## config.mk

```make
export PLATFORM = sky130hd
export DESIGN_NAME = length_prefix_item_parser_unit_flat
export DESIGN_NICKNAME = d
export VERILOG_FILES = /design/src/design/lpip_pkg.sv /design/src/design/lpip_ifs.sv /design/src/design/lpip_decode.sv /design/src/design/lpip_queue.sv /design/src/design/length_prefix_item_parser_unit.sv /design/src/flat_wrapper.sv
export SDC_FILE = /design/constraint.sdc
export NUM_CORES = 1
export LEC_CHECK = 0
export BUFFER_PORTS_ARGS = -buffer_cell sky130_fd_sc_hd__clkbuf_2
export CAP_MARGIN = 20
export CORE_ASPECT_RATIO = 2
export CORE_MARGIN = 4
export CORE_UTILIZATION = 23
export CTS_CLUSTER_DIAMETER = 150
export DETAILED_ROUTE_END_ITERATION = 12
export HOLD_SLACK_MARGIN = 0.1
export PLACE_DENSITY = 0.48
export SYNTH_ARGS = -nofsm -noshare
export SYNTH_HDL_FRONTEND = slang
export SYNTH_SLANG_ARGS = --single-unit
```

## constraint.sdc

```tcl
create_clock -name clk -period 16.5 [get_ports clk]
set_clock_uncertainty 0.2 [all_clocks]
set_input_delay 1.65 -clock clk [delete_from_list [all_inputs] [get_ports clk]]
set_output_delay 1.65 -clock clk [all_outputs]
set_load 0.01 [all_outputs]
```

## src/design/lpip_pkg.sv

```systemverilog
// ----------------------------------------------------------------------------
// lpip_pkg: shared types and constants of the length prefix item parser
// Result word layout, event and fault codes, header byte boundaries.
// ----------------------------------------------------------------------------
package lpip_pkg;

  typedef enum logic [1:0] {
    EV_HEADER  = 2'd0,
    EV_PAYLOAD = 2'd1,
    EV_ERROR   = 2'd2
  } lpip_kind_t;

  typedef enum logic [2:0] {
    FLT_NONE     = 3'd0,
    FLT_SHORT    = 3'd1,
    FLT_NONCANON = 3'd2,
    FLT_OVERFLOW = 3'd3,
    FLT_LEADZERO = 3'd4
  } lpip_fault_t;

  // header byte boundaries
  localparam logic [7:0] HDR_STR_SHORT  = 8'h80;
  localparam logic [7:0] HDR_STR_LONG   = 8'hB8;
  localparam logic [7:0] HDR_LIST_SHORT = 8'hC0;
  localparam logic [7:0] HDR_LIST_LONG  = 8'hF8;
  localparam int unsigned SHORT_MAX_LEN = 55;

  localparam int unsigned QUEUE_DEPTH = 4;

  typedef struct packed {
    lpip_kind_t  kind;
    logic        is_list;
    logic [31:0] length;
    logic [3:0]  prefix;
    logic [7:0]  payload;
    lpip_fault_t fault;
    logic        last;
  } lpip_event_t;

  // words produced by one accepted byte
  typedef struct packed {
    logic [1:0]  cnt;
    lpip_event_t ev0;
    lpip_event_t ev1;
  } lpip_push_t;

  localparam lpip_event_t EV_ZERO = '{kind: EV_HEADER, is_list: 1'b0, length: 32'd0,
                                      prefix: 4'd0, payload: 8'd0, fault: FLT_NONE,
                                      last: 1'b0};

  function automatic lpip_event_t mk_header(logic lst, logic [31:0] len, logic [3:0] pre);
    lpip_event_t e;
    e         = EV_ZERO;
    e.kind    = EV_HEADER;
    e.is_list = lst;
    e.length  = len;
    e.prefix  = pre;
    return e;
  endfunction

  function automatic lpip_event_t mk_payload(logic [7:0] b);
    lpip_event_t e;
    e         = EV_ZERO;
    e.kind    = EV_PAYLOAD;
    e.payload = b;
    return e;
  endfunction

  function automatic lpip_event_t mk_error(lpip_fault_t f);
    lpip_event_t e;
    e       = EV_ZERO;
    e.kind  = EV_ERROR;
    e.fault = f;
    return e;
  endfunction

endpackage

```

## src/design/lpip_ifs.sv

```systemverilog
// ----------------------------------------------------------------------------
// lpip channel interfaces
// Byte input channel and result word channel, valid/ready handshake.
// ----------------------------------------------------------------------------
interface lpip_in_if;
  logic       valid;
  logic       ready;
  logic [7:0] in_byte;
  logic       buffer_end;

  modport source (output valid, output in_byte, output buffer_end, input ready);
  modport sink   (input valid, input in_byte, input buffer_end, output ready);
endinterface

interface lpip_out_if;
  logic        valid;
  logic        ready;
  logic [1:0]  event_kind;
  logic        item_is_list;
  logic [31:0] item_length;
  logic [3:0]  prefix_length;
  logic [7:0]  payload_byte;
  logic [2:0]  fault_code;
  logic        run_last;

  modport source (output valid, output event_kind, output item_is_list,
                  output item_length, output prefix_length, output payload_byte,
                  output fault_code, output run_last, input ready);
  modport sink   (input valid, input event_kind, input item_is_list,
                  input item_length, input prefix_length, input payload_byte,
                  input fault_code, input run_last, output ready);
endinterface

```

## src/design/lpip_decode.sv

```systemverilog
// ----------------------------------------------------------------------------
// lpip_decode: header decoder and parser state
// Updates the parse state for each accepted byte and forms up to two words.
// ----------------------------------------------------------------------------
module lpip_decode #(
  parameter int LENGTH_BITS = 32
) (
  input  logic                clk,
  input  logic                rst_n,
  input  logic                accept,
  input  logic [7:0]          in_byte,
  input  logic                buffer_end,
  output lpip_pkg::lpip_push_t push
);
  import lpip_pkg::*;

  localparam int LB = LENGTH_BITS;

  typedef enum logic [2:0] {
    PH_IDLE    = 3'd0,
    PH_CANON   = 3'd1,
    PH_LEN     = 3'd2,
    PH_LENZ    = 3'd3,
    PH_PAYLOAD = 3'd4,
    PH_DROP    = 3'd5
  } phase_t;

  phase_t          phase_r,    phase_nxt;
  logic            pend_list_r, pend_list_nxt;
  logic [3:0]      len_left_r, len_left_nxt;
  logic [LB-1:0]   acc_r,      acc_nxt;
  logic            acc_ovf_r,  acc_ovf_nxt;
  logic [LB-1:0]   pay_left_r, pay_left_nxt;
  logic [3:0]      pre_cnt_r,  pre_cnt_nxt;
  logic [LB-1:0]   need_r,     need_nxt;

  logic [LB-1:0]   need_dec;
  logic [LB-1:0]   acc_new;
  logic            ovf_new;
  logic [LB+31:0]  acc_wide;
  logic [3:0]      pre_new;
  logic [3:0]      left_new;
  logic [LB-1:0]   pay_new;
  logic [5:0]      slen;
  logic            lead_zero;
  logic            req_en;
  logic [LB-1:0]   req_len;
  lpip_fault_t     fault;
  logic [1:0]      n;
  lpip_event_t     ev0, ev1;

  assign need_dec  = need_r - LB'(need_r != '0);
  assign acc_new   = LB'({acc_r, in_byte});
  assign ovf_new   = acc_ovf_r | (|acc_r[LB-1:LB-8]);
  assign acc_wide  = {32'd0, acc_new};
  assign pre_new   = pre_cnt_r + 4'd1;
  assign left_new  = len_left_r - 4'(len_left_r != 4'd0);
  assign pay_new   = pay_left_r - LB'(pay_left_r != '0);
  assign slen      = in_byte[5:0];
  // zero as the first length byte
  assign lead_zero = (phase_r == PH_LEN) && (pre_cnt_r == 4'd1) && (in_byte == 8'd0);

  always_comb begin
    phase_nxt     = phase_r;
    pend_list_nxt = pend_list_r;
    len_left_nxt  = len_left_r;
    acc_nxt       = acc_r;
    acc_ovf_nxt   = acc_ovf_r;
    pay_left_nxt  = pay_left_r;
    pre_cnt_nxt   = pre_cnt_r;
    need_nxt      = need_dec;
    req_en        = 1'b0;
    req_len       = '0;
    fault         = FLT_NONE;
    n             = 2'd0;
    ev0           = EV_ZERO;
    ev1           = EV_ZERO;

    if (phase_r == PH_DROP) begin
      need_nxt = need_r;
    end else begin
      case (phase_r)
        PH_CANON: begin
          if (in_byte < HDR_STR_SHORT) begin
            fault = FLT_NONCANON;
          end else begin
            ev0          = mk_header(1'b0, 32'd1, 4'd1);
            ev1          = mk_payload(in_byte);
            n            = 2'd2;
            pay_left_nxt = '0;
            phase_nxt    = PH_IDLE;
          end
        end
        PH_LEN, PH_LENZ: begin
          acc_nxt      = acc_new;
          acc_ovf_nxt  = ovf_new;
          pre_cnt_nxt  = pre_new;
          len_left_nxt = left_new;
          if (lead_zero) begin
            phase_nxt = PH_LENZ;
          end
          if (left_new == 4'd0) begin
            if (phase_r == PH_LENZ || lead_zero) begin
              fault = FLT_LEADZERO;
            end else if (!ovf_new && acc_new <= LB'(SHORT_MAX_LEN)) begin
              fault = FLT_NONCANON;
            end else if (ovf_new) begin
              fault = FLT_OVERFLOW;
            end else begin
              ev0     = mk_header(pend_list_r, acc_wide[31:0], pre_new);
              n       = 2'd1;
              req_en  = 1'b1;
              req_len = acc_new;
              if (pend_list_r) begin
                phase_nxt = PH_IDLE;
              end else begin
                pay_left_nxt = acc_new;
                phase_nxt    = PH_PAYLOAD;
              end
            end
          end
        end
        PH_PAYLOAD: begin
          ev0          = mk_payload(in_byte);
          n            = 2'd1;
          pay_left_nxt = pay_new;
          if (pay_new == '0) begin
            phase_nxt = PH_IDLE;
          end
        end
        default: begin
          // idle, and codes never entered
          if (in_byte < HDR_STR_SHORT) begin
            ev0 = mk_header(1'b0, 32'd1, 4'd0);
            ev1 = mk_payload(in_byte);
            n   = 2'd2;
          end else if (in_byte < HDR_STR_LONG) begin
            pre_cnt_nxt = 4'd1;
            if (slen == 6'd1) begin
              // 0x81 waits for the next byte to check canonical form
              phase_nxt    = PH_CANON;
              pay_left_nxt = LB'(1);
            end else begin
              ev0     = mk_header(1'b0, {26'd0, slen}, 4'd1);
              n       = 2'd1;
              req_en  = 1'b1;
              req_len = LB'(slen);
              if (slen != 6'd0) begin
                pay_left_nxt = LB'(slen);
                phase_nxt    = PH_PAYLOAD;
              end
            end
          end else if (in_byte < HDR_LIST_SHORT || in_byte >= HDR_LIST_LONG) begin
            pend_list_nxt = (in_byte >= HDR_LIST_LONG);
            len_left_nxt  = {1'b0, in_byte[2:0]} + 4'd1;
            acc_nxt       = '0;
            acc_ovf_nxt   = 1'b0;
            pre_cnt_nxt   = 4'd1;
            phase_nxt     = PH_LEN;
          end else begin
            ev0     = mk_header(1'b1, {26'd0, slen}, 4'd1);
            n       = 2'd1;
            req_en  = 1'b1;
            req_len = LB'(slen);
          end
        end
      endcase

      if (req_en && req_len > need_dec) begin
        need_nxt = req_len;
      end

      if (fault != FLT_NONE) begin
        ev0 = mk_error(fault);
        ev1 = EV_ZERO;
        n   = 2'd1;
      end else if (buffer_end && (phase_nxt != PH_IDLE || need_nxt != '0)) begin
        ev0 = mk_error(FLT_SHORT);
        ev1 = EV_ZERO;
        n   = 2'd1;
      end
    end

    // buffer end or fault clears the parse state
    if (buffer_end || fault != FLT_NONE) begin
      phase_nxt     = (buffer_end || phase_r == PH_DROP) ? PH_IDLE : PH_DROP;
      pend_list_nxt = 1'b0;
      len_left_nxt  = 4'd0;
      acc_nxt       = '0;
      acc_ovf_nxt   = 1'b0;
      pay_left_nxt  = '0;
      pre_cnt_nxt   = 4'd0;
      need_nxt      = '0;
    end
    if (!buffer_end && fault != FLT_NONE) begin
      phase_nxt = PH_DROP;
    end

    ev0.last = (n == 2'd1);
    ev1.last = 1'b1;
  end

  assign push.cnt = accept ? n : 2'd0;
  assign push.ev0 = ev0;
  assign push.ev1 = ev1;

  always_ff @(posedge clk) begin
    if (!rst_n) begin
      phase_r     <= PH_IDLE;
      pend_list_r <= 1'b0;
      len_left_r  <= 4'd0;
      acc_r       <= '0;
      acc_ovf_r   <= 1'b0;
      pay_left_r  <= '0;
      pre_cnt_r   <= 4'd0;
      need_r      <= '0;
    end else if (accept) begin
      phase_r     <= phase_nxt;
      pend_list_r <= pend_list_nxt;
      len_left_r  <= len_left_nxt;
      acc_r       <= acc_nxt;
      acc_ovf_r   <= acc_ovf_nxt;
      pay_left_r  <= pay_left_nxt;
      pre_cnt_r   <= pre_cnt_nxt;
      need_r      <= need_nxt;
    end
  end

endmodule

```

## src/design/lpip_queue.sv

```systemverilog
// ----------------------------------------------------------------------------
// lpip_queue: result word queue
// Takes up to two words per cycle, hands out one word per cycle while head_ready is high.
// ----------------------------------------------------------------------------
module lpip_queue (
  input  logic                  clk,
  input  logic                  rst_n,
  input  lpip_pkg::lpip_push_t  push,
  output logic                  space_ok,
  output logic                  head_valid,
  input  logic                  head_ready,
  output lpip_pkg::lpip_event_t head
);
  import lpip_pkg::*;

  localparam int PTR_W = $clog2(QUEUE_DEPTH);
  localparam int CNT_W = $clog2(QUEUE_DEPTH + 1);

  lpip_event_t        slot_r [QUEUE_DEPTH];
  logic [PTR_W-1:0]   wr_ptr_r, wr_ptr_nxt;
  logic [PTR_W-1:0]   wr_ptr1;
  logic [PTR_W-1:0]   rd_ptr_r, rd_ptr_nxt;
  logic [CNT_W-1:0]   count_r,  count_nxt;
  logic               pop;

  assign pop        = head_valid && head_ready;
  assign head_valid = (count_r != '0);
  assign head       = slot_r[rd_ptr_r];
  // room for the two words a single byte can make
  assign space_ok   = (count_r <= CNT_W'(QUEUE_DEPTH - 2));
  assign wr_ptr1    = wr_ptr_r + PTR_W'(1);

  assign wr_ptr_nxt = wr_ptr_r + PTR_W'(push.cnt);
  assign rd_ptr_nxt = rd_ptr_r + PTR_W'(pop);
  assign count_nxt  = count_r + CNT_W'(push.cnt) - CNT_W'(pop);

  always_ff @(posedge clk) begin
    if (push.cnt != 2'd0) begin
      slot_r[wr_ptr_r] <= push.ev0;
    end
    if (push.cnt == 2'd2) begin
      slot_r[wr_ptr1] <= push.ev1;
    end
  end

  always_ff @(posedge clk) begin
    if (!rst_n) begin
      wr_ptr_r <= '0;
      rd_ptr_r <= '0;
      count_r  <= '0;
    end else begin
      wr_ptr_r <= wr_ptr_nxt;
      rd_ptr_r <= rd_ptr_nxt;
      count_r  <= count_nxt;
    end
  end

endmodule

```

## src/design/length_prefix_item_parser_unit.sv

```systemverilog
// ----------------------------------------------------------------------------
// length_prefix_item_parser_unit: streaming RLP item parser
//
//   channel   dir  handshake           payload
//   in_chan   in   valid/ready         in_byte, buffer_end
//   out_chan  out  valid/ready         event_kind, item_is_list, item_length,
//                                      prefix_length, payload_byte, fault_code,
//                                      run_last
//
// One byte is taken per cycle while the result queue has two free slots.
// Each byte makes zero, one or two words; the result port moves one word per
// cycle while out_chan.ready is high. A byte's first word is written to the
// result queue when the byte is taken and reaches out_chan after older words.
// Reset is synchronous: parser idle, result queue empty.
// A stalled result port fills the four-word queue; in_chan.ready drops once
// three words wait.
// ----------------------------------------------------------------------------
module length_prefix_item_parser_unit #(
  parameter int LENGTH_BITS = 32
) (
  input  logic      clk,
  input  logic      rst_n,
  lpip_in_if.sink   in_chan,
  lpip_out_if.source out_chan
);
  import lpip_pkg::*;

  lpip_push_t  push;
  lpip_event_t head;
  logic        accept;
  logic        space_ok;

  assign in_chan.ready = space_ok;
  assign accept        = in_chan.valid && space_ok;

  lpip_decode #(
    .LENGTH_BITS(LENGTH_BITS)
  ) u_decode (
    .clk        (clk),
    .rst_n      (rst_n),
    .accept     (accept),
    .in_byte    (in_chan.in_byte),
    .buffer_end (in_chan.buffer_end),
    .push       (push)
  );

  lpip_queue u_queue (
    .clk        (clk),
    .rst_n      (rst_n),
    .push       (push),
    .space_ok   (space_ok),
    .head_valid (out_chan.valid),
    .head_ready (out_chan.ready),
    .head       (head)
  );

  assign out_chan.event_kind    = head.kind;
  assign out_chan.item_is_list  = head.is_list;
  assign out_chan.item_length   = head.length;
  assign out_chan.prefix_length = head.prefix;
  assign out_chan.payload_byte  = head.payload;
  assign out_chan.fault_code    = head.fault;
  assign out_chan.run_last      = head.last;

endmodule

```

## src/flat_wrapper.sv

```systemverilog
// flat-port wrapper written by rule: the top's interface ports become plain ports
module length_prefix_item_parser_unit_flat import lpip_pkg::*;
#(
  parameter int LENGTH_BITS = 32
)
  (clk, rst_n, in_chan_valid, in_chan_in_byte, in_chan_buffer_end, in_chan_ready, out_chan_valid, out_chan_event_kind, out_chan_item_is_list, out_chan_item_length, out_chan_prefix_length, out_chan_payload_byte, out_chan_fault_code, out_chan_run_last, out_chan_ready);
  lpip_in_if in_chan_i ();
  lpip_out_if out_chan_i ();
  input  logic clk;
  input  logic rst_n;
  input wire logic [$bits(in_chan_i.valid)-1:0] in_chan_valid;
  input wire logic [$bits(in_chan_i.in_byte)-1:0] in_chan_in_byte;
  input wire logic [$bits(in_chan_i.buffer_end)-1:0] in_chan_buffer_end;
  output wire logic [$bits(in_chan_i.ready)-1:0] in_chan_ready;
  output wire logic [$bits(out_chan_i.valid)-1:0] out_chan_valid;
  output wire logic [$bits(out_chan_i.event_kind)-1:0] out_chan_event_kind;
  output wire logic [$bits(out_chan_i.item_is_list)-1:0] out_chan_item_is_list;
  output wire logic [$bits(out_chan_i.item_length)-1:0] out_chan_item_length;
  output wire logic [$bits(out_chan_i.prefix_length)-1:0] out_chan_prefix_length;
  output wire logic [$bits(out_chan_i.payload_byte)-1:0] out_chan_payload_byte;
  output wire logic [$bits(out_chan_i.fault_code)-1:0] out_chan_fault_code;
  output wire logic [$bits(out_chan_i.run_last)-1:0] out_chan_run_last;
  input wire logic [$bits(out_chan_i.ready)-1:0] out_chan_ready;
  assign in_chan_i.valid = in_chan_valid;
  assign in_chan_i.in_byte = in_chan_in_byte;
  assign in_chan_i.buffer_end = in_chan_buffer_end;
  assign in_chan_ready = in_chan_i.ready;
  assign out_chan_valid = out_chan_i.valid;
  assign out_chan_event_kind = out_chan_i.event_kind;
  assign out_chan_item_is_list = out_chan_i.item_is_list;
  assign out_chan_item_length = out_chan_i.item_length;
  assign out_chan_prefix_length = out_chan_i.prefix_length;
  assign out_chan_payload_byte = out_chan_i.payload_byte;
  assign out_chan_fault_code = out_chan_i.fault_code;
  assign out_chan_run_last = out_chan_i.run_last;
  assign out_chan_i.ready = out_chan_ready;
  length_prefix_item_parser_unit #(.LENGTH_BITS(LENGTH_BITS)) u_core (.clk(clk), .rst_n(rst_n), .in_chan(in_chan_i), .out_chan(out_chan_i));
endmodule
```

## After elaboration in Yosys (flattened, before gate mapping)

Memories as Yosys holds them, arrays and structs flattened. A register that Yosys moved wholly into a read port is not among the register bits.
Index checks and enable logic that the tools add are counted.

| storage, ports and cells | value |
|---|---|
| bits in writable memories | 204 |
| input port bits | 13 |
| flip-flop bits (word level) | 116 |
| output and inout port bits | 53 |
| memories kept | 1 |
| logic and storage cells | 230 |

| operators by class | value |
|---|---|
| bitwise logic cells | 1 |
| magnitude comparators | 7 |
| add/subtract/negate cells | 10 |
| reductions and logical operators | 44 |
| equal/unequal tests | 24 |
| multiplexer cells | 132 |

Memories:

| memory | words | width | read ports | clocked after memory_dff | wr ports | RTL line | text |
|---|---|---|---|---|---|---|---|
| u_core.u_queue.slot_r | 4 | 51 | 1 | 1 | 2 | lpip_queue.sv:19 | `lpip_event_t slot_r [QUEUE_DEPTH];` |

Operator list:

| cell | number |
|---|---|
| 2-to-1 mux 32 bit | 28 |
| 2-to-1 mux 51 bit | 8 |
| 2-to-1 mux 49 bit | 5 |
| case mux 51 bit (3 select lines) | 1 |
| case mux 32 bit (2 select lines) | 2 |
| 2-to-1 mux 50 bit | 2 |
| case mux 50 bit (2 select lines) | 1 |
| case mux 32 bit (3 select lines) | 1 |
| nonzero test 32 bit | 3 |
| 2-to-1 mux 3 bit | 22 |
| subtractor 32 x 1 -> 32 bit | 2 |
| 2-to-1 mux 4 bit | 10 |
| > comparator 32 bit | 1 |
| less-or-equal comparator 32 x 6 -> 1 bit (second input constant) | 1 |
| zero test 32 bit | 1 |
| 2-to-1 mux 1 bit | 30 |
| < comparator 8 bit (second input constant) | 3 |
| 2-to-1 mux 2 bit | 11 |
| 2-to-1 mux 22 bit | 1 |
| != test 3 bit (second input constant) | 6 |
| 2-to-1 mux 17 bit | 1 |
| case mux 4 bit (2 select lines) | 2 |
| nonzero test 3 bit | 5 |
| 2-to-1 mux 6 bit | 2 |
| 44 further kinds | 69 |

## Longest topological paths before layout

Gate-level depths: netlist of run 1.

| logic depth | value |
|---|---|
| depth in word-level cells | 23 |
| gate-level depth with buffers | 28 |
| mapped depth without buffers | 26 |

## Cells and area by module

From an unflattened synthesis of run 1, not the netlist that was laid out.

| unflattened totals | value |
|---|---|
| cells, all modules | 1762 |
| area, all modules | 19402.4 um^2 |

By module, submodules not included:

| module | times used | area each (um^2) | cells an instance |
|---|---|---|---|
| lpip_queue | 1 | 10311.1 | 540 |
| lpip_decode | 1 | 9085.0 | 1221 |
| length_prefix_item_parser_unit | 1 | 6.3 | 1 |

## Worst setup path before layout of run 1

OpenSTA, ideal clock, no wires.

| path | value |
|---|---|
| kind | input to register |
| from | in in_chan_in_byte[0] |
| to | reg u_core.u_queue.count_r[2] |
| required time | 16.185 ns |
| path buffers | 4 |
| setup slack | 9.362 ns |
| data arrival time | 6.823 ns |
| stages on the path | 24 |
| cell sequence | clkbuf_1 inv_1 ha_1 a41oi_1 nand4_1 nor2_1 clkbuf_1 clkbuf_1 and2_1 ha_1 nand4_1 or4_1 nor3_1 a21boi_0 a2111o_1 a211o_1 a21oi_4 buf_4 nand2_1 ha_1 inv_1 fa_1 xnor2_1 and2_1 |

| on the way | value |
|---|---|
| longest elaborated chain between the ends | 20 |

Ends and longest elaborated chain:

| element | RTL line | text |
|---|---|---|
| start: declaration | flat_wrapper.sv:12 | `input wire logic [$bits(in_chan_i.in_byte)-1:0] in_chan_in_byte;` |
| less-or-equal comparator 32 x 6 -> 1 bit (tied with other cells) | lpip_decode.sv:105 | `end else if (!ovf_new && acc_new <= LB'(SHORT_MAX_LEN)) begin` |
| logical AND 1 bit (tied with other cells) | lpip_decode.sv:105 |  |
| 2-to-1 mux 32 bit (tied with other cells) | lpip_decode.sv:105 |  |
| 2-to-1 mux 32 bit (on tied branches) | lpip_decode.sv:103, lpip_decode.sv:137 |  |
| 2-to-1 mux 32 bit (on tied branches) | lpip_decode.sv:102, lpip_decode.sv:133 |  |
| case mux 32 bit (2 select lines) | lpip_decode.sv:82 | `case (phase_r)` |
| 2-to-1 mux 32 bit | lpip_decode.sv:79 | `if (phase_r == PH_DROP) begin` |
| > comparator 32 bit | lpip_decode.sv:169 | `if (req_en && req_len > need_dec) begin` |
| [4 not listed] | - |  |
| logical OR 1 bit | lpip_decode.sv:177 | `end else if (buffer_end && (phase_nxt != PH_IDLE \|\| need_nxt != '0)) begin` |
| logical AND 1 bit | lpip_decode.sv:177 |  |
| 2-to-1 mux 2 bit | lpip_decode.sv:177 |  |
| 2-to-1 mux 2 bit * | lpip_decode.sv:173 | `if (fault != FLT_NONE) begin` |
| 2-to-1 mux 2 bit * | lpip_decode.sv:79 |  |
| 2-to-1 mux 2 bit * | lpip_decode.sv:203 | `assign push.cnt = accept ? n : 2'd0;` |
| adder 3 x 2 -> 3 bit * | lpip_queue.sv:35 | `assign count_nxt = count_r + CNT_W'(push.cnt) - CNT_W'(pop);` |
| subtractor 3 x 1 -> 3 bit * | lpip_queue.sv:35 |  |
| end signal: assignment | lpip_queue.sv:54 | `count_r <= count_nxt;` |
| end: declaration | lpip_queue.sv:23 | `logic [CNT_W-1:0] count_r, count_nxt;` |

Mark *: on every way between the ends. The rest lies on a longest branch, timed or not. The select of a mux whose other input is x is not followed.
A chain may end at the register's enable or synchronous reset.

## Worst setup path after layout of run 1

| path | value |
|---|---|
| from | reg u_core.u_decode.need_r[25] |
| to | reg u_core.u_queue.count_r[2] |

| on the way | value |
|---|---|
| longest elaborated chain between the ends | 15 |

Ends and longest elaborated chain:

| element | RTL line | text |
|---|---|---|
| start: declaration | lpip_decode.sv:35 | `logic [LB-1:0] need_r, need_nxt;` |
| start signal: assignment | lpip_decode.sv:225 | `need_r <= need_nxt;` |
| nonzero test 32 bit | lpip_decode.sv:52 | `assign need_dec = need_r - LB'(need_r != '0);` |
| subtractor 32 x 1 -> 32 bit * | lpip_decode.sv:52 |  |
| > comparator 32 bit | lpip_decode.sv:169 |  |
| logical AND 1 bit | lpip_decode.sv:169 |  |
| 2-to-1 mux 32 bit * | lpip_decode.sv:169 |  |
| 2-to-1 mux 32 bit * | lpip_decode.sv:79 |  |
| nonzero test 32 bit * | lpip_decode.sv:177 |  |
| logical OR 1 bit * | lpip_decode.sv:177 |  |
| logical AND 1 bit * | lpip_decode.sv:177 |  |
| 2-to-1 mux 2 bit * | lpip_decode.sv:177 |  |
| 2-to-1 mux 2 bit * | lpip_decode.sv:173 |  |
| 2-to-1 mux 2 bit * | lpip_decode.sv:79 |  |
| 2-to-1 mux 2 bit * | lpip_decode.sv:203 |  |
| adder 3 x 2 -> 3 bit * | lpip_queue.sv:35 |  |
| subtractor 3 x 1 -> 3 bit * | lpip_queue.sv:35 |  |

Marked as above.

==> metrics, run 1 <==
DP Area=19100 sq um; first-pass GRT wire length=96.3 mm; outcome=completed; Hold Fails Final Rpt=0; Vias per Instance=5.05; leakage=7.93 nW; Total GRT Usage=15.1%; Setup-failing EPs final=0; cell total after placement=2928; worst min-delay path class=flip-flop to flip-flop; Worst Path Max Fanout=12; register area share after synthesis=38.2%; CP max-delay cell=a31oi_2; top cells by count, synth=nand2_1 (326), dfxtp_1 (284), mux2i_1 (158); EDFF count, synth=36; Final min period=8.06 ns; Initial Util=23.3%; fmax=124 MHz; setup bufs post-CTS=0; Slew HR=27.0%; worst path bufs/invs=1; Post-Syn Area=17700 sq um; initial antenna violation count=3; CTS root buffer=clkbuf_16; Hold-fix buffers, CTS=0; largest net degree at the start of global routing=117; syn_nets=2032; # clock sinks=320; CP delay by family, top=simple AND/OR/NAND/NOR gates; Pwr per Cell Area=143 nW/um^2; setup TNS=0 ns; FFs w/ async S/R, synth=0%; Clock Path Buffers=3; Top FF cell, synth=dfxtp_1; filler cell count=8250; number of global-route vias before repair=15375; WP data arrival=8.33 ns; most used cell, CP=ha_1; CP Cell Sequence=or4_1 -> or3_1 -> or4_1 -> ha_1 -> ha_1 -> nor2b_1 -> nand4_1 -> nor4_1 -> xnor2_1 -> ha_1 -> nand4_1 -> or4_1 -> nor3_1 -> a21boi_0 -> nand3_1 -> nand3_1 -> a31oi_2 -> nand2_1 -> ha_1 -> inv_1 -> ha_1 -> fa_1 -> xnor2_1 -> and2_1; # IOs=66; critical path capture point type=flip-flop; drt wl/cell=21.5 um; vias=15078; hold slack final=0.258 ns; post_cts resized=0; IO buf count=65; Peak VDD IR=0.0669 mV; Final GP Congestion=0.934; share of the synthesized area in the top cell type=32.1%; Pre-Repair DR Iteration Count=5; Synth-to-Final Area Change=13.5%; CP required=16.77 ns; clk_lat worst skew=0.59 ns; layout cells sized above 1=12.1%; worst slew pin tran=1.09 ns; Die Y=401 um; non-filler instance count after layout=2985; Final ANT Viol Nets=0; clk slew on worst S/H paths=0.07 ns; htree depth=1; Die W=204 um; Total Wirelength=64.1 mm; fin area=20100 sq um; top cells by area, synth=dfxtp_1 (32%), mux2i_1 (8.9%), nand2_1 (6.9%); Tcrit/Tclk final=48.9%; Final Max Slew Viols=0; Nets=2010; antenna cell count=0; count leader, synth=nand2_1; Post-Syn Instances=1970; DPL Wire Length=46.7 mm; Max Cap Viol=0; CORE AREA=76200 sq um; Netlist cell types=81; Num CTS Buffers=31; CTS tree=done; iteration-0 DRC count of the detailed router=901; DRC=0; RSZ-0062 raised after global routing=false; final global-route overflow total=0; launching element type of the critical path=flip-flop; yosys synthesis warning count=0; Avg Cell Area, Syn=9.00 sq um; leading area contributor after synthesis=dfxtp_1; post-synthesis register bit count=320; slowest stage delay, CP=0.90 ns; Die Footprint=81900 sq um; Crit Path Category=flip-flop to flip-flop; Placement Rows=143
## where the power goes
group          internal, W  total (W)  leakage [nW]  switching (W)
Combinational     0.000460    0.00122          4.78       0.000762
Clock             0.000412   0.000739         0.505       0.000327
Sequential        0.000858   0.000926          2.64      0.0000676
Total              0.00173    0.00289          7.93        0.00116
## tightest hold or removal path, cell delays in order, from the launching register on
cell	delay [ns]
dfxtp_1	0.31
nand2_1	0.05
mux2i_1	0.05
## final cells by class
class	count	area [sq um]	share of cell area [%]
clock buffer	43	902	4.48
clock inverter	12	124	0.615
inverter	25	93.8	0.466
multi-input combinational	1477	10400	51.7
sequential	320	6770	33.6
tap	1015	1270	6.31
timing repair buffer	93	568	2.82
## worst paths after layout
| check | slack [ns] | to | from | cells after the start |
|---|---|---|---|---|
| worst max register to register | 8.44 | u_core.u_queue.count_r[2]$_SDFF_PN0_ | u_core.u_decode.need_r[25]$_SDFFE_PN0P_ | 24 |
| worst max-delay path | 8.44 | u_core.u_queue.count_r[2]$_SDFF_PN0_ | u_core.u_decode.need_r[25]$_SDFFE_PN0P_ | 24 |
| worst min-delay path | 0.26 | u_core.u_queue.slot_r[0][42]$_SDFFE_PP0P_ | u_core.u_queue.slot_r[0][42]$_SDFFE_PP0P_ | 2 |
| worst min register to register | 0.26 | u_core.u_queue.slot_r[0][42]$_SDFFE_PP0P_ | u_core.u_queue.slot_r[0][42]$_SDFFE_PP0P_ | 2 |
## flip-flops by register name, indices dropped and copies added, names as in the netlist
register	flops
u_core.u_queue.slot_r	204
u_core.u_decode.acc_r	32
u_core.u_decode.need_r	32
u_core.u_decode.pay_left_r	32
u_core.u_decode.len_left_r	4
u_core.u_decode.pre_cnt_r	4
u_core.u_decode.phase_r	3
u_core.u_queue.count_r	3
u_core.u_queue.rd_ptr_r	2
u_core.u_queue.wr_ptr_r	2
u_core.u_decode.acc_ovf_r	1
u_core.u_decode.pend_list_r	1
## routing by layer
layer  routed length, um  track usage, %  vias to the layer above
li1                    -               -                     7059
met1               23700            16.0                     7499
met2               34600            28.8                      370
met3                2070            1.55                      148
met4                3740            8.07                        2
met5                  13               0                        -
## metrics by stage
stage / util (%) / total power, W / worst slack [ns]
floorplan: - / 0.00177 / 9.36
global placement: 25.0 / 0.00215 / 8.15
detailed placement: 25.0 / 0.00216 / 8.13
CTS: 26.4 / 0.00291 / 8.40
global route: 26.4 / 0.00306 / 8.02
finish: 26.4 / 0.00289 / 8.44
## cell usage in the layout, fill, tap and decap left out, types with 48 or more instances in the layout
cell type	Yosys	routed
a21boi_0	48	48
a21oi_1	73	71
a22oi_1	61	61
and2_1	49	48
clkbuf_2	0	64
dfxtp_1	284	282
ha_1	48	48
mux2i_1	158	158
mux4_2	51	51
nand2_1	326	325
nand3_1	66	66
nor2_1	77	75
nor2b_1	70	69
nor3_1	74	73
o21ai_0	65	64
## logic make-up (layout without fill, tap and decap cells)
logic type | after synthesis | count (layout) | share of synthesized area (%)
xor+xnor | 62 | 62 | 3.06
compound gates | 361 | 361 | 13.8
flops | 320 | 320 | 38.2
fa+ha+maj | 49 | 49 | 3.50
mux | 209 | 209 | 15.4
buf+inv | 173 | 173 | 3.90
simple gates | 796 | 796 | 22.2
Power figures use the tool's default switching activity.
==> inputs of run 2 (changes only) <==
--- a/config.mk
+++ b/config.mk
@@ -5,6 +5,7 @@
 export SDC_FILE = /design/constraint.sdc
 export NUM_CORES = 1
 export LEC_CHECK = 0
+export ABC_AREA = 1
 export BUFFER_PORTS_ARGS = -buffer_cell sky130_fd_sc_hd__clkbuf_2
 export CAP_MARGIN = 20
 export CORE_ASPECT_RATIO = 2
==> constraint.sdc (replaced) <==
create_clock -name clk -period 7.91 [get_ports clk]
set_clock_uncertainty 0.2 [all_clocks]
set_input_delay 0.791 -clock clk [delete_from_list [all_inputs] [get_ports clk]]
set_output_delay 0.791 -clock clk [all_outputs]
set_load 0.01 [all_outputs]
==> metrics, run 2 <==
setup TNS=0 ns; clk_lat worst skew=0.61 ns; yosys synthesis warning count=0; commonest non-fill, non-tap cell in the layout=nand2_1; Slew HR=29.9%; Nets=2845; number of global-route vias before repair=19145; Top FF cell, synth=dfxtp_1; Vias per Instance=5.00; Pre-Repair DR Iteration Count=6; Avg Cell Area, Syn=6.67 sq um; Final GP Congestion=0.953; top cells by count, synth=nand2_1 (578), nor2_1 (481), dfxtp_1 (284); final global-route overflow total=0; clk slew on worst S/H paths=0.07 ns; Pwr per Cell Area=502 nW/um^2; leading area contributor after synthesis=dfxtp_1; filler cell count=9263; RSZ-0062 raised after global routing=false; Total GRT Usage=16.5%; Setup-failing EPs final=0; most used cell, CP=nand2_1; leakage=9.52 nW; Post-Syn Instances=2835; largest net degree at the start of global routing=124; count leader, synth=nand2_1; worst slew pin tran=1.05 ns; max FFs per register=204; Final Max Slew Viols=0; slowest stage delay, CP=0.68 ns; Largest Register=u_core.u_queue.slot_r; Worst Path Max Fanout=52; Num CTS Buffers=31; Hold Fails Final Rpt=0; Total Wirelength=74.8 mm; CTS tree=done; EDFF count, synth=36; Max Cap Viol=0; IO buf count=65; CP required=8.02 ns; DPL Wire Length=52.0 mm; initial antenna violation count=1; Synth-to-Final Area Change=11.4%; worst min-delay path class=flip-flop to flip-flop; Die Footprint=87200 sq um; share of the synthesized area in the top cell type=30.1%; post-synthesis register bit count=320; Post-Syn Area=18900 sq um; CP max-delay cell=buf_4; most used cells in the layout excluding fill and tap cells=nand2_1 (575), nor2_1 (476), dfxtp_1 (282); Crit Path Category=flip-flop to flip-flop; vias=19284; cell total after placement=3800; WP data arrival=7.47 ns; CTS root buffer=clkbuf_16; Finished Core Util=25.9%; layout cells sized above 1=7.94%; first-pass GRT wire length=114 mm; # IOs=66; Initial Util=23.2%; Placement Rows=148; syn_nets=2897; Netlist cell types=52; outcome=completed; setup bufs post-CTS=0; top cells by area, synth=dfxtp_1 (30%), nand2_1 (11%), nor2_1 (9.5%); Die Y=414 um; Tcrit/Tclk final=93.0%; Hold-fix buffers, CTS=0; critical path capture point type=flip-flop; non-filler instance count after layout=3858; # clock sinks=320; fmax=136 MHz; Clock Path Buffers=3; launching element type of the critical path=flip-flop; register area share after synthesis=35.8%; drt wl/cell=19.4 um; Peak VDD IR=0.263 mV; iteration-0 DRC count of the detailed router=1114; htree depth=1; Final min period=7.36 ns; DRC=0; Die W=211 um; FFs w/ async S/R, synth=0%; post_cts resized=0; CORE AREA=81500 sq um; Final ANT Viol Nets=0
run 2: cell type report:
cell class | instances | area (sq um) | area share [%]
diodes | 1 | 2.50 | 0.0119
clock buffers | 40 | 850 | 4.03
clock inverters | 17 | 148 | 0.701
inverters | 176 | 664 | 3.15
multi-input cells | 2144 | 10700 | 50.5
flip-flops and latches | 320 | 6770 | 32.1
well taps | 1050 | 1310 | 6.23
repair buffers | 110 | 676 | 3.21
run 2: metal layers:
metal / global-route usage [%] / wire (um)
met1: 16.9 / 27500
met2: 32.7 / 40600
met3: 1.46 / 2630
met4: 8.37 / 4120
met5: 0 / 7
run 2: kinds of logic (layout without fill, tap and decap cells):
| group | after synthesis | after routing | share of synthesized area [%] |
|---|---|---|---|
| adder cells (fa/ha/maj) | 49 | 49 | 3.28 |
| XOR/XNOR | 65 | 65 | 3.01 |
| other | 0 | 1 | 0 |
| buffers and inverters | 371 | 343 | 8.23 |
| flip-flops | 320 | 320 | 35.8 |
| AND/OR/NAND/NOR | 1443 | 1443 | 32.8 |
| AO/OA/AOI/OAI | 587 | 587 | 16.9 |
run 2: metrics by stage:
stage	setup WS [ns]	total power (W)	hold slack [ns]	cell area [sq um]
finish	0.551	0.0106	0.263	21100
floorplan	2.48	0.00708	0.224	18900
global placement	0.388	0.00909	0.236	20100
CTS	0.629	0.0107	0.265	21100
detailed placement	0.384	0.00907	0.247	20100
global route	0.0180	0.0116	0.281	21100
run 2: final timing paths:
| path | startpoint | slack, ns | depth (start not counted) | end |
|---|---|---|---|---|
| max | u_core.u_decode.len_left_r[2]$_SDFFE_PN0P_ | 0.55 | 31 | u_core.u_queue.slot_r[0][6]$_DFFE_PP_ |
| min | u_core.u_queue.slot_r[3][0]$_SDFFE_PP1N_ | 0.26 | 2 | u_core.u_queue.slot_r[3][0]$_SDFFE_PP1N_ |
| max reg2reg | u_core.u_decode.len_left_r[2]$_SDFFE_PN0P_ | 0.55 | 31 | u_core.u_queue.slot_r[0][6]$_DFFE_PP_ |
| min reg2reg | u_core.u_queue.slot_r[3][0]$_SDFFE_PP1N_ | 0.26 | 2 | u_core.u_queue.slot_r[3][0]$_SDFFE_PP1N_ |
run 2: report_power, final:
part | internal [W] | leakage (nW) | switching [W]
sequential | 0.00220 | 2.70 | 0.000351
clock | 0.000823 | 0.489 | 0.000713
combinational | 0.00215 | 6.33 | 0.00434
total | 0.00517 | 9.52 | 0.00541
run 2: critical path, delay by kind of cell, from the launching register on:
family,cells,cell delay (ns)
AOI/OAI and AO/OA,2,0.67
xor gates and xnor gates,1,0.16
adders and majority gates,3,0.62
buffers and inverters,4,1.48
DFF,1,0.33
and+or+nand+nor,21,3.55
==> inputs of run 3 (changes only) <==
==> constraint.sdc (replaced) <==
create_clock -name clk -period 7 [get_ports clk]
set_clock_uncertainty 0.2 [all_clocks]
set_input_delay 0.7 -clock clk [delete_from_list [all_inputs] [get_ports clk]]
set_output_delay 0.7 -clock clk [all_outputs]
set_load 0.01 [all_outputs]
==> metrics, run 3 (synthesis results as in run 2) <==
outcome=completed; Peak VDD IR=0.285 mV; Placement Rows=148; Nets=2902; Finished Core Util=26.6%; Crit Path Category=flip-flop to flip-flop; Initial Util=23.2%; iteration-0 DRC count of the detailed router=1215; WP data arrival=7.02 ns; Synth-to-Final Area Change=14.8%; max FFs per register=204; CTS tree=done; # clock sinks=320; final global-route overflow total=0; CTS root buffer=clkbuf_16; CP required=7.31 ns; IO buf count=65; Slew HR=38.2%; initial antenna violation count=1; Clock Path Buffers=3; vias=19282; Final GP Congestion=0.947; drt wl/cell=19.1 um; Final WS setup=0.287 ns; DPL Wire Length=53.2 mm; # IOs=66; Total Wirelength=74.6 mm; critical path capture point type=flip-flop; Tot Pwr=0.0124 W; Hold-fix buffers, CTS=0; Pre-Repair DR Iteration Count=5; htree depth=1; Hold Path Origin=u_core.u_queue.slot_r[0][0]$_SDFFE_PP1P_; DRC=0; most used cell, CP=nand2_1; Final ANT Viol Nets=0; Largest Register=u_core.u_queue.slot_r; commonest non-fill, non-tap cell in the layout=nand2_1; leakage=9.87 nW; Num CTS Buffers=29; Final min period=6.71 ns; Die Footprint=87200 sq um; Worst Path Max Fanout=23; non-filler instance count after layout=3911; largest net degree at the start of global routing=70; Setup-failing EPs final=0; slowest stage delay, CP=0.41 ns; hold slack final=0.264 ns; Die W=211 um; CORE AREA=81500 sq um; number of global-route vias before repair=19080; worst slew pin tran=0.927 ns; Hold Fails Final Rpt=0; first-pass GRT wire length=113 mm; clk slew on worst S/H paths=0.08 ns; most used cells in the layout excluding fill and tap cells=nand2_1 (574), nor2_1 (473), dfxtp_1 (282); Total GRT Usage=16.5%; worst r2r src=u_core.u_decode.need_r[8]$_SDFFE_PN0P_; layout cells sized above 1=10.1%; R2R Setup Slk=0.29 ns; Die Y=414 um; Place WS=0.122 ns; clk_lat worst skew=0.62 ns; Final Max Slew Viols=0; worst min-delay path class=flip-flop to flip-flop; launching element type of the critical path=flip-flop; cell total after placement=3853; antenna cell count=0; Vias per Instance=4.93; CP max-delay cell=fa_1; Tcrit/Tclk final=95.9%; Pwr per Cell Area=569 nW/um^2; filler cell count=9239; crit path from=u_core.u_decode.need_r[8]$_SDFFE_PN0P_; fmax=149 MHz; Max Cap Viol=0
[run 3: changes by cell type in the layout (fill, tap and decap cells not counted), moves of 2 or more]
cell / previous run / this run
buf_12: 1 / 14
clkinvlp_4: 3 / 1
nor2_2: 3 / 6
clkinv_1: 4 / 2
nor3_4: 0 / 2
clkbuf_16: 31 / 29
nand3_2: 24 / 26
nor2_1: 476 / 473
buf_4: 44 / 87
[run 3: timing repair]
action,in CTS,in global routing
endpoints found under the setup margin,0,244
buffers inserted,0,4
resized for setup,0,14
[run 3: critical path, delay by kind of cell, from the launching register on]
family / cells / cell delay (ns)
xor+xnor: 1 / 0.25
simple gates: 22 / 3.10
flops: 1 / 0.36
fa+ha+maj: 6 / 1.59
buf+inv: 7 / 1.04
[run 3: path summary, 6_finish.rpt]
path                                               to  depth (start not counted)
max              u_core.u_queue.count_r[1]$_SDFF_PN0_                         36
min          u_core.u_queue.slot_r[0][0]$_SDFFE_PP1P_                          2
max reg2reg      u_core.u_queue.count_r[1]$_SDFF_PN0_                         36
min reg2reg  u_core.u_queue.slot_r[0][0]$_SDFFE_PP1P_                          2
[run 3: final cells by class]
type                       count  area [sq um]  area share, %
inverter                     176           664           3.06
timing repair buffer         167          1270           5.85
clock inverter                13           148          0.680
multi-input combinational   2146         10700           49.4
clock buffer                  39           815           3.75
tap                         1050          1310           6.05
sequential                   320          6770           31.2
[run 3: metrics by stage]
step	TNS [ns]	instance area, sq um
6_report	0	21700
2_1_floorplan	0	18900
3_3_place_gp	0	20600
3_5_place_dp	0	20600
5_1_grt	-0.0181	21700
4_1_cts	0	21600
[run 3: power by group]
| part | switching [W] | total (W) | internal [W] |
|---|---|---|---|
| sequential | 0.000382 | 0.00286 | 0.00248 |
| combinational | 0.00513 | 0.00778 | 0.00265 |
| clock | 0.000787 | 0.00171 | 0.000926 |
[run 3: per-layer routing]
layer | track usage [%] | vias to the layer above | part of all wire (%)
met5 | 0 | - | 0.0094
met4 | 8.40 | 2 | 5.6
met3 | 1.49 | 196 | 2.9
met2 | 32.5 | 428 | 55
met1 | 17.0 | 9145 | 37
li1 | - | 9511 | -
